$ cat src/rtl/core/sat_pkg.sv
// Shared types and codes for the segment address translation core.
`default_nettype none

package sat_pkg;

    // Operation codes carried in the op field of an input transfer
    localparam logic [1:0] OP_LOAD = 2'd0;
    localparam logic [1:0] OP_V2F  = 2'd1;
    localparam logic [1:0] OP_F2V  = 2'd2;
    localparam logic [1:0] OP_RSVD = 2'd3;

    // Default table depth
    localparam int MAX_SEGMENTS_DEF = 16;

    // Width of the segment count register
    localparam int SEG_COUNT_W = 5;

    // Input transfer payload
    typedef struct packed {
        logic [1:0]  op;
        logic [3:0]  entry_index;
        logic [63:0] seg_vaddr;
        logic [63:0] seg_file_offset;
        logic [63:0] seg_size;
        logic [63:0] query_value;
    } t_in_item;

    // Result transfer payload
    typedef struct packed {
        logic [63:0] translated;
        logic        hit;
    } t_out_item;

    // Commands from the controller to the datapath
    typedef struct packed {
        logic capture;   // latch query value and direction
        logic load_wr;   // write the table entry of the input transfer
        logic rd_en;     // read the table entry at the scan index
        logic rd_last;   // this read is the last entry to search
        logic res_load;  // load the result register and flush the scan pipe
        logic res_hit;   // result is a hit
    } t_dp_cmd;

    // Status from the datapath to the controller
    typedef struct packed {
        logic vld;       // a compared entry is at the end of the scan pipe
        logic last;      // that entry was the last one searched
        logic hit;       // that entry contains the query value
    } t_dp_stat;

endpackage

`default_nettype wire

$ cat src/rtl/core/segment_address_translate_core.sv
// Top level of the segment address translation core.
`default_nettype none

// Segment table translating virtual addresses to file offsets and back.
// A load transfer (op 0) writes one table entry in the cycle it is accepted
// and returns no result; op 3 is ignored. A query transfer (op 1 or 2) scans
// entries 0 .. n-1 in order, n = min(segment count, MAX_SEGMENTS), through a
// one-read-per-cycle table memory and a two-stage compare pipe. The result
// strobe follows the first hit or, on a miss, the last compared entry, and
// comes from a miss state when n is zero; busy is high until the strobe
// cycle, so the next start may be taken in that cycle. The result is marked
// valid for the single strobe cycle only; the receiver must capture it then.
module segment_address_translate_core #(
    parameter int MAX_SEGMENTS = sat_pkg::MAX_SEGMENTS_DEF
) (
    input  wire logic                            i_clk,
    input  wire logic                            i_rst_n,
    input  wire logic                            start,
    output      logic                            busy,
    input  wire sat_pkg::t_in_item               i_item,
    input  wire logic                            i_cfg_we,
    input  wire logic [sat_pkg::SEG_COUNT_W-1:0] i_cfg_wdata,
    output      logic                            o_result_valid,
    output      sat_pkg::t_out_item              o_result
);
    import sat_pkg::*;

    localparam int IDX_W = (MAX_SEGMENTS > 1) ? $clog2(MAX_SEGMENTS) : 1;
    localparam int CNT_W = $clog2(MAX_SEGMENTS + 1);

    t_dp_cmd          cmd;
    t_dp_stat         stat;
    logic [IDX_W-1:0] rd_idx;

    sat_ctrl #(
        .MAX_SEGMENTS (MAX_SEGMENTS),
        .IDX_W        (IDX_W),
        .CNT_W        (CNT_W)
    ) u_ctrl (
        .i_clk          (i_clk),
        .i_rst_n        (i_rst_n),
        .start          (start),
        .busy           (busy),
        .i_op           (i_item.op),
        .i_cfg_we       (i_cfg_we),
        .i_cfg_wdata    (i_cfg_wdata),
        .i_stat         (stat),
        .o_cmd          (cmd),
        .o_rd_idx       (rd_idx),
        .o_result_valid (o_result_valid)
    );

    sat_dpath #(
        .MAX_SEGMENTS (MAX_SEGMENTS),
        .IDX_W        (IDX_W)
    ) u_dpath (
        .i_clk    (i_clk),
        .i_rst_n  (i_rst_n),
        .i_item   (i_item),
        .i_cmd    (cmd),
        .i_rd_idx (rd_idx),
        .o_stat   (stat),
        .o_result (o_result)
    );

`ifndef NO_ASSERTIONS
    // Each result strobe lasts one cycle
    a_strobe_single: assert property (@(posedge i_clk) disable iff (!i_rst_n)
        o_result_valid |=> !o_result_valid)
        else $error("result strobe held for more than one cycle");

    // A miss reports zero
    a_miss_zero: assert property (@(posedge i_clk) disable iff (!i_rst_n)
        (o_result_valid && !o_result.hit) |-> (o_result.translated == 64'd0))
        else $error("miss with nonzero translation");

    // An accepted query keeps the core busy
    a_query_busy: assert property (@(posedge i_clk) disable iff (!i_rst_n)
        (start && !busy && ((i_item.op == OP_V2F) || (i_item.op == OP_F2V)))
        |=> busy)
        else $error("query accepted without going busy");

    // A result only ends a busy period
    a_result_after_busy: assert property (@(posedge i_clk) disable iff (!i_rst_n)
        o_result_valid |-> $past(busy))
        else $error("result strobe without a query in flight");
`endif

endmodule

`default_nettype wire

$ cat src/rtl/core/sat_ctrl.sv
// Controller: segment count register, scan sequencer and result strobe.
`default_nettype none

module sat_ctrl #(
    parameter int MAX_SEGMENTS = sat_pkg::MAX_SEGMENTS_DEF,
    parameter int IDX_W        = 4,
    parameter int CNT_W        = 5
) (
    input  wire logic                          i_clk,
    input  wire logic                          i_rst_n,
    input  wire logic                          start,
    output      logic                          busy,
    input  wire logic [1:0]                    i_op,
    input  wire logic                          i_cfg_we,
    input  wire logic [sat_pkg::SEG_COUNT_W-1:0] i_cfg_wdata,
    input  wire sat_pkg::t_dp_stat             i_stat,
    output      sat_pkg::t_dp_cmd              o_cmd,
    output      logic [IDX_W-1:0]              o_rd_idx,
    output      logic                          o_result_valid
);
    import sat_pkg::*;

    typedef enum logic [1:0] {
        S_IDLE,
        S_SCAN,
        S_DRAIN,
        S_MISS
    } t_state;

    t_state                 r_state, n_state;
    logic [SEG_COUNT_W-1:0] r_seg_count, n_seg_count;
    logic [CNT_W-1:0]       r_num, n_num;
    logic [IDX_W-1:0]       r_idx, n_idx;
    logic                   r_result_valid, n_result_valid;

    logic             accept;
    logic             is_query;
    logic             last_idx;
    logic [CNT_W-1:0] num_lim;
    t_dp_cmd          cmd;

    // Clamp the search length to the table depth
    always_comb begin
        if (32'(r_seg_count) > 32'(MAX_SEGMENTS)) begin
            num_lim = CNT_W'(MAX_SEGMENTS);
        end else begin
            num_lim = CNT_W'(r_seg_count);
        end
    end

    assign accept   = start && (r_state == S_IDLE);
    assign is_query = (i_op == OP_V2F) || (i_op == OP_F2V);
    assign last_idx = (32'(r_idx) + 32'd1) == 32'(r_num);

    // Next state and commands
    always_comb begin
        n_state        = r_state;
        n_seg_count    = r_seg_count;
        n_num          = r_num;
        n_idx          = r_idx;
        n_result_valid = 1'b0;
        cmd            = '0;
        cmd.capture    = accept && is_query;
        cmd.load_wr    = accept && (i_op == OP_LOAD);
        cmd.rd_last    = last_idx;

        if (i_cfg_we) begin
            n_seg_count = i_cfg_wdata;
        end

        case (r_state)
            S_IDLE: begin
                if (accept && is_query) begin
                    n_num = num_lim;
                    n_idx = '0;
                    if (num_lim == '0) begin
                        n_state = S_MISS;
                    end else begin
                        n_state = S_SCAN;
                    end
                end
            end
            S_SCAN, S_DRAIN: begin
                // Finish on the first hit in index order, or after the last entry
                if (i_stat.vld && (i_stat.hit || i_stat.last)) begin
                    cmd.res_load   = 1'b1;
                    cmd.res_hit    = i_stat.hit;
                    n_result_valid = 1'b1;
                    n_state        = S_IDLE;
                end else if (r_state == S_SCAN) begin
                    // Issue the next table read
                    cmd.rd_en = 1'b1;
                    if (last_idx) begin
                        n_state = S_DRAIN;
                    end else begin
                        n_idx = r_idx + IDX_W'(1);
                    end
                end
            end
            S_MISS: begin
                cmd.res_load   = 1'b1;
                cmd.res_hit    = 1'b0;
                n_result_valid = 1'b1;
                n_state        = S_IDLE;
            end
            default: begin
                n_state = S_IDLE;
            end
        endcase
    end

    // Hold state and registered outputs
    always_ff @(posedge i_clk) begin
        if (!i_rst_n) begin
            r_state        <= S_IDLE;
            r_seg_count    <= '0;
            r_num          <= '0;
            r_idx          <= '0;
            r_result_valid <= 1'b0;
        end else begin
            r_state        <= n_state;
            r_seg_count    <= n_seg_count;
            r_num          <= n_num;
            r_idx          <= n_idx;
            r_result_valid <= n_result_valid;
        end
    end

    assign busy           = (r_state != S_IDLE);
    assign o_cmd          = cmd;
    assign o_rd_idx       = r_idx;
    assign o_result_valid = r_result_valid;

endmodule

`default_nettype wire

$ cat src/rtl/core/sat_dpath.sv
// Datapath: segment table memory, range compare pipe and result register.
`default_nettype none

module sat_dpath #(
    parameter int MAX_SEGMENTS = sat_pkg::MAX_SEGMENTS_DEF,
    parameter int IDX_W        = 4
) (
    input  wire logic               i_clk,
    input  wire logic               i_rst_n,
    input  wire sat_pkg::t_in_item  i_item,
    input  wire sat_pkg::t_dp_cmd   i_cmd,
    input  wire logic [IDX_W-1:0]   i_rd_idx,
    output      sat_pkg::t_dp_stat  o_stat,
    output      sat_pkg::t_out_item o_result
);
    import sat_pkg::*;

    typedef struct packed {
        logic [63:0] virt_base;
        logic [63:0] file_base;
        logic [63:0] span;
    } t_entry;

    t_entry      r_mem [MAX_SEGMENTS];
    t_entry      r_rd;
    logic [63:0] r_value;
    logic        r_from_virt;
    logic        r_s1_vld, r_s1_last;
    logic        r_s2_vld, r_s2_last;
    logic [64:0] r_diff;
    logic [63:0] r_span;
    logic [63:0] r_dst;
    t_out_item   r_result;

    logic        wr_ok;
    logic [63:0] src;
    logic [63:0] dst;
    logic        hit;
    logic [63:0] sum;

    assign wr_ok = 32'(i_item.entry_index) < 32'(MAX_SEGMENTS);

    // Table write on a load transfer; registered read during the scan
    always_ff @(posedge i_clk) begin
        if (i_cmd.load_wr && wr_ok) begin
            r_mem[IDX_W'(i_item.entry_index)] <= '{
                virt_base: i_item.seg_vaddr,
                file_base: i_item.seg_file_offset,
                span:      i_item.seg_size
            };
        end
        if (i_cmd.rd_en) begin
            r_rd <= r_mem[i_rd_idx];
        end
    end

    // Latch the query
    always_ff @(posedge i_clk) begin
        if (i_cmd.capture) begin
            r_value     <= i_item.query_value;
            r_from_virt <= (i_item.op == OP_V2F);
        end
    end

    // Pick source and destination bases by direction
    assign src = r_from_virt ? r_rd.virt_base : r_rd.file_base;
    assign dst = r_from_virt ? r_rd.file_base : r_rd.virt_base;

    // Offset into the segment with borrow
    always_ff @(posedge i_clk) begin
        r_diff <= {1'b0, r_value} - {1'b0, src};
        r_span <= r_rd.span;
        r_dst  <= dst;
    end

    // Advance the scan pipe valid tags; drop them when the result loads
    always_ff @(posedge i_clk) begin
        if (!i_rst_n || i_cmd.res_load) begin
            r_s1_vld  <= 1'b0;
            r_s1_last <= 1'b0;
            r_s2_vld  <= 1'b0;
            r_s2_last <= 1'b0;
        end else begin
            r_s1_vld  <= i_cmd.rd_en;
            r_s1_last <= i_cmd.rd_last;
            r_s2_vld  <= r_s1_vld;
            r_s2_last <= r_s1_last;
        end
    end

    // Containment: base <= value and value - base < span
    assign hit = r_s2_vld && !r_diff[64] && (r_diff[63:0] < r_span);
    assign sum = r_diff[63:0] + r_dst;

    assign o_stat = '{vld: r_s2_vld, last: r_s2_last, hit: hit};

    // Result register, zero on a miss
    always_ff @(posedge i_clk) begin
        if (i_cmd.res_load) begin
            r_result.translated <= i_cmd.res_hit ? sum : 64'd0;
            r_result.hit        <= i_cmd.res_hit;
        end
    end

    assign o_result = r_result;

endmodule

`default_nettype wire

$ cat config.mk
export PLATFORM = sky130hd
export DESIGN_NAME = segment_address_translate_core
export DESIGN_NICKNAME = d
export VERILOG_FILES = /design/src/rtl/core/sat_pkg.sv /design/src/rtl/core/segment_address_translate_core.sv /design/src/rtl/core/sat_ctrl.sv /design/src/rtl/core/sat_dpath.sv
export SDC_FILE = /design/constraint.sdc
export NUM_CORES = 2
export LEC_CHECK = 0
export ABC_AREA = 1
export BUFFER_PORTS_ARGS = -buffer_cell sky130_fd_sc_hd__buf_2
export CORE_ASPECT_RATIO = 1.1
export CORE_MARGIN = 4
export CORE_UTILIZATION = 55
export CTS_CLUSTER_DIAMETER = 100
export DETAILED_ROUTE_END_ITERATION = 10
export PLACE_DENSITY_LB_ADDON = 0.15
export RECOVER_POWER = 50
export SYNTH_ARGS = -nofsm -noshare
export SYNTH_HDL_FRONTEND = slang
export SYNTH_SLANG_ARGS = --single-unit
$ cat constraint.sdc
create_clock -name i_clk -period 16.15 [get_ports i_clk]
set_clock_uncertainty 0.15 [all_clocks]
set_input_delay 0.8075 -clock i_clk [delete_from_list [all_inputs] [get_ports i_clk]]
set_output_delay 0.8075 -clock i_clk [all_outputs]
set_load 0.02 [all_outputs]
; ---- Yosys cells after proc, flatten, opt, wreduce, memory -nomap -nowiden
; Memory sizes are Yosys's and may differ from the RTL's. A register that Yosys moved wholly into a read port is not among the register bits.
; Index checks and enable logic that the tools add are counted.
[totals]
mem_bits_rw = 3072
ff_bits = 344
n_memories = 1
in_bits = 271
elab_cells = 78
output_inout_bits = 67
[op_classes]
n_mux = 23
addsub = 4
n_eq_ne = 12
reduce_logical = 20
n_lt_le_gt_ge = 2
[mem_list]
columns = memory, depth, word_bits, rd, rd_ports_with_merged_regs, write_ports, line
row1 = u_dpath.r_mem, 16, 192, 1, 1, 1, sat_dpath.sv:24  ; t_entry r_mem [MAX_SEGMENTS];
[ops]
columns = cell, n
row1 = two-way mux 64 bit, 2
row2 = subtractor 64 x 64 -> 65 bit, 1
row3 = adder 64 bit, 1
row4 = < comparator 64 bit, 1
row5 = == test 32 x 5 -> 1 bit, 1
row6 = two-way mux 4 bit, 4
row7 = two-way mux 2 bit, 6
row8 = case mux 4 bit (2 select lines), 1
row9 = "== test 2 bit, second input constant", 3
row10 = logical AND 1 bit, 6
row11 = two-way mux 1 bit, 6
row12 = "!= test 2 bit, second input constant", 3
row13 = "!= test 3 x 1 -> 1 bit, second input constant", 2
row14 = case mux 2 bit (3 select lines), 1
row15 = "adder 4 x 1 -> 5 bit, second input constant", 1
row16 = "> comparator 5 bit, second input constant", 1
row17 = logical NOT 5 bit, 1
row18 = two-way mux 5 bit, 1
row19 = AND reduction 5 bit, 1
row20 = "adder 4 x 1 -> 4 bit, second input constant", 1
row21 = "== test 2 x 1 -> 1 bit, second input constant", 2
row22 = logical NOT 2 bit, 2
row23 = case mux 2 bit (2 select lines), 1
row24 = nonzero test 2 bit, 2
row25 = other kinds (7), 10

; ---- Logic depth before layout (Yosys ltp)
[depth]
ltp_word = 8
depth_mapped = 22
depth_no_buf = 21

; ---- By module
; Synthesis repeated with hierarchy kept, for this count alone.
[hier_totals]
hier_cells = 12003
hier_area_um2 = 146939.7
[modules_own_cells]
columns = module, cells_per_inst, area_each_um2, seq_area_each_um2, n_inst
row1 = sat_dpath, 11856, 145922.5, 105861.5, 1
row2 = sat_ctrl, 147, 1017.2, 340.3, 1

; ---- Least setup slack after synthesis
; No wires, ideal clock.
[synth_path]
path_type = input -> register
start = in i_item[261] in the netlist's numbering
end = mem u_dpath.r_mem[10][0] in the netlist's numbering (enable)
n_path_buf = 0
arrival_ps = 9279
path_stages = 5
path_slack_ps = 5973
t_required_ps = 15252
setup_ps = 748
cell_sequence = inv_1 > ha_1 > and3_1 > nand3_1 > nor2_1
[synth_via]
elab_chain_cells = 4
[synth_lines]
columns = item, line
row1 = start: declaration, segment_address_translate_core.sv:20  ; input wire sat_pkg::t_in_item i_item,
row2 = logical NOT 2 bit, sat_ctrl.sv:64  ; cmd.load_wr = accept && (i_op == OP_LOAD);
row3 = logical AND 1 bit, sat_ctrl.sv:64
row4 = two-way mux 1 bit, sat_dpath.sv:45  ; if (i_cmd.load_wr && wr_ok) begin
row5 = two-way mux 1 bit (implied by the code), sat_dpath.sv:46  ; r_mem[IDX_W'(i_item.entry_index)] <= '{
row6 = end: declaration, sat_dpath.sv:24
; Every way passes these cells.

; ---- Final worst setup path
[layout_path]
start = reg u_ctrl.r_state[0]
end = mem u_dpath.r_mem[0][136] in the netlist's numbering (enable)
[layout_via]
elab_chain_cells = 5
[layout_lines]
columns = item, line
row1 = start: declaration, sat_ctrl.sv:30  ; t_state r_state, n_state;
row2 = start signal: assignment, sat_ctrl.sv:121  ; r_state <= n_state;
row3 = logical NOT 2 bit, sat_ctrl.sv:51  ; assign accept = start && (r_state == S_IDLE);
row4 = logical AND 1 bit, sat_ctrl.sv:51
row5 = logical AND 1 bit, sat_ctrl.sv:64
row6 = two-way mux 1 bit, sat_dpath.sv:45
row7 = two-way mux 1 bit (implied by the code), sat_dpath.sv:46
; Every way passes these cells.

==> results.toml <==
[power_and_ir_drop]
powerDensity_nw_per_um2 = 135
irDropWorstVdd_mv = 0.116
leakage_nw = 53.6

[global_route]
antenna_found_initial = 103
grt_max_degree = 217
grtUsageTotal_pct = 32.5
use_met3_pct = 5.63
grt_busiest_layer = "met2"
grt_util_met1_pct = 45.4
use_met2_pct = 51.8
grt_pass1_vias = 90100
gr-total-overflow = 0
grt_pass1_wl_um = 638000

[setup_path]
critPathLaunchType = "flip-flop"
crit_fanout = 93
r2r_slack_ns = 5.87
worst-endpoint-arrival_ns = 10.64
r2r-start = "u_ctrl.r_state[0]"
crit_required_ns = 16.51
r2r-end = "u_dpath.r_mem[0][136]"
crit_path_frequent_cell = "buf_4"
cp_slowest_stage_delay_ns = 6.14
cp-end-kind = "flip-flop"
cpLargestDelayFamily = "buffers and inverters"
critPathKind = "reg -> reg"
path_buf_inv = 4
critPathSlowestCell = "clkbuf_1"
path_cells = "inv_1 > ha_1 > and3_1 > nand2_1 > nor2_4 > clkbuf_1 > buf_4 > buf_4"
r2r_cells = 8

[timing]
rsz0062_at_grt = "false"
tns_ns = 0
worst_pin_slew_ns = 8.98
fmax_mhz = 97.2
hold_viol_final = 0
setup_viol = 0
slew_headroom_pct = -498
slew_violations = 584
post-route-period-util_pct = 63.7
period_minus_slack_ns = 10.28

[worst_hold_path]
hp-start = "i_cfg_we"
min_path_type = "in -> reg"
whs_endpoint = "u_ctrl.r_seg_count[1]"
hold_depth = 3

[route]
routed_via_density = 6.33
drt_iter0_drc = 11500
dr_total_vias = 96000
route.detailed.drc = 0
wl_um = 449000
ant_nets = 0
wl_per_cell_um = 29.6
drt_pass1_iterations = 7

[cts]
holdBufCountCts = 63
htreeDepth = 5
cts_tree = "built"
clock_sink_count = 3608
cts_buffers = 359
clkTransAtPathRegs_ns = 0.06
cts_root_buf = "clkbuf_16"
clock_latency_ns = 0.90
cts_resized = 0
cts_setup_buffers = 0
cts_buffer_depth = 4

[die]
rows = 196
dieArea_sq_um = 270000
start_util_pct = 55.5
die_y_um = 545
fp.dieW_um = 496
core_sq_um = 260000
io_pins = 338

[logic_synthesis]
syn-num-nets = 11600
syn_inst = 11100
ys_ff_latch = 3608
synth.distinct_cells = 63
ys_seq_area_share_pct = 73.7
avgSynthCellArea_sq_um = 13.0
syn-cell-area_sq_um = 144000
yosysWarningCount = 0

[run]
max-cap-violations = 15

[place]
gp_congestion = 0.993
hpwl_um = 264000
portBuffers = 337
dp.cells = 14400

[outcome]
violations = "max-capacitance violations, max-slew violations"
outcome = "finished, violations left"

[final_layout]
area_growth_pct = 11.4
final_nets = 11800
final_cells = 15200
drive_gt1_share_pct = 6.62
final_common_cell = "edfxtp_1"
final_cell_mix = "edfxtp_1 (3394), nor2_1 (1966), o21ai_0 (1904), nand2_1 (594), o22ai_1 (450)"
-- how the worst max path moves through the flow --
stage                        from               endpoint  slack [ns]  cells after the start
2_1_floorplan         i_item[261]   u_dpath.r_mem[10][0]        5.97                      5
3_3_place_gp          i_item[260]  u_dpath.r_mem[12][14]       10.74                      9
3_5_place_dp          i_item[261]  u_dpath.r_mem[12][14]       10.65                      9
4_1_cts        u_ctrl.o_rd_idx[0]      u_dpath.r_rd[136]       10.89                      9
5_1_grt         u_ctrl.r_state[0]  u_dpath.r_mem[0][157]        5.75                      8
6_report        u_ctrl.r_state[0]  u_dpath.r_mem[0][136]        5.87                      8
-- state kept, by name, indices dropped and copies added, names as in the netlist, 2 cells and up --
name	flops
u_ctrl.r_seg_count	5
u_ctrl.r_state	2
u_dpath.r_span	64
u_ctrl.r_num	5
u_dpath.r_mem	3072
u_dpath.r_dst	64
u_dpath.r_diff	65
u_dpath.r_rd	192
u_ctrl.o_rd_idx	4
u_dpath.o_result	65
u_dpath.r_value	64
-- power breakdown --
part	switching [mW]	internal [mW]	total [mW]
combinational	1.98	0.770	2.75
sequential	0.307	10.5	10.8
clock	3.48	4.56	8.05
total	5.77	15.9	21.6
-- cells in the mapped netlist (all sizes together) --
| cell | n | share of area [%] |
|---|---|---|
| nor3 | 28 | 0.11 |
| nor2 | 1974 | 5.2 |
| edfxtp | 3394 | 71 |
| a211oi | 4 | 0.021 |
| nand3 | 164 | 0.61 |
| or2 | 11 | 0.048 |
| nor4 | 8 | 0.056 |
| o221a | 1 | 0.0078 |
| and2 | 1 | 0.0043 |
| xor2 | 57 | 0.35 |
| a31oi | 36 | 0.16 |
| a21oi | 248 | 0.89 |
| a21boi | 7 | 0.042 |
| a221oi | 5 | 0.030 |
| clkinv | 1 | 0.0026 |
| ha | 198 | 1.7 |
| o22ai | 450 | 2.0 |
| nand2 | 608 | 1.6 |
| buf | 119 | 0.40 |
| inv | 413 | 1.1 |
| o311ai | 3 | 0.018 |
| dfxtp | 214 | 3.0 |
| fa | 2 | 0.028 |
| clkbuf | 553 | 1.4 |
| nand4 | 27 | 0.12 |
| nand3b | 1 | 0.0052 |
| o21bai | 10 | 0.055 |
| mux2i | 12 | 0.083 |
| o21a | 23 | 0.12 |
| o21ai | 1962 | 6.8 |
| o32ai | 11 | 0.067 |
| o211ai | 158 | 0.83 |
| a2111o | 1 | 0.0078 |
| nor3b | 2 | 0.014 |
| and3 | 1 | 0.0043 |
| a21o | 21 | 0.11 |
| o31ai | 1 | 0.0052 |
| xnor2 | 29 | 0.18 |
| o221ai | 360 | 2.2 |
-- area by class of cell --
| class | instances | area [sq um] |
|---|---|---|
| clock inverter | 187 | 1660 |
| inverter | 414 | 1590 |
| timing repair buffer | 550 | 3310 |
| antenna | 59 | 148 |
| fill | 19800 | 99400 |
| sequential | 3608 | 106000 |
| clock buffer | 455 | 9490 |
| tap | 3465 | 4340 |
| multi-input combinational | 6424 | 33800 |
-- logic make-up after synthesis --
kind of cell | count (synthesis) | synth area share [%]
flops | 3608 | 73.7
buf+inv | 1086 | 2.92
compound gates | 3301 | 13.3
fa+ha+maj | 200 | 1.75
simple gates | 2825 | 7.74
mux | 12 | 0.0833
xor+xnor | 86 | 0.522
-- layer usage --
metal / up-vias / wire [um]
li1: 41900 / -
met1: 48400 / 179000
met2: 4796 / 212000
met3: 833 / 41200
met4: 44 / 16800
met5: - / 291
-- worst reg2reg max path: cells and delay by family (launching register included) --
| kind | cells | cell delay, ns |
|---|---|---|
| AND/OR/NAND/NOR | 3 | 0.75 |
| buffers and inverters | 4 | 8.39 |
| adder cells (fa/ha/maj) | 1 | 0.26 |
| flip-flops | 1 | 0.33 |
-- metrics by stage --
step | area (sq um) | hold WS (ns) | power [mW] | setup slack, ns | utilization [%]
after floorplan | 144000 | 0.173 | 12.5 | 5.97 | -
after global placement | 149000 | 0.180 | 13.7 | 10.74 | 57.4
after detailed placement | 149000 | 0.183 | 13.7 | 10.65 | 57.4
after CTS | 161000 | 0.000187 | 21.7 | 10.89 | 61.9
after global routing | 160000 | 0.0737 | 22.3 | 5.75 | 61.7
final | 161000 | 0.0754 | 21.6 | 5.87 | 61.8
(Power assumes the default switching activity.)
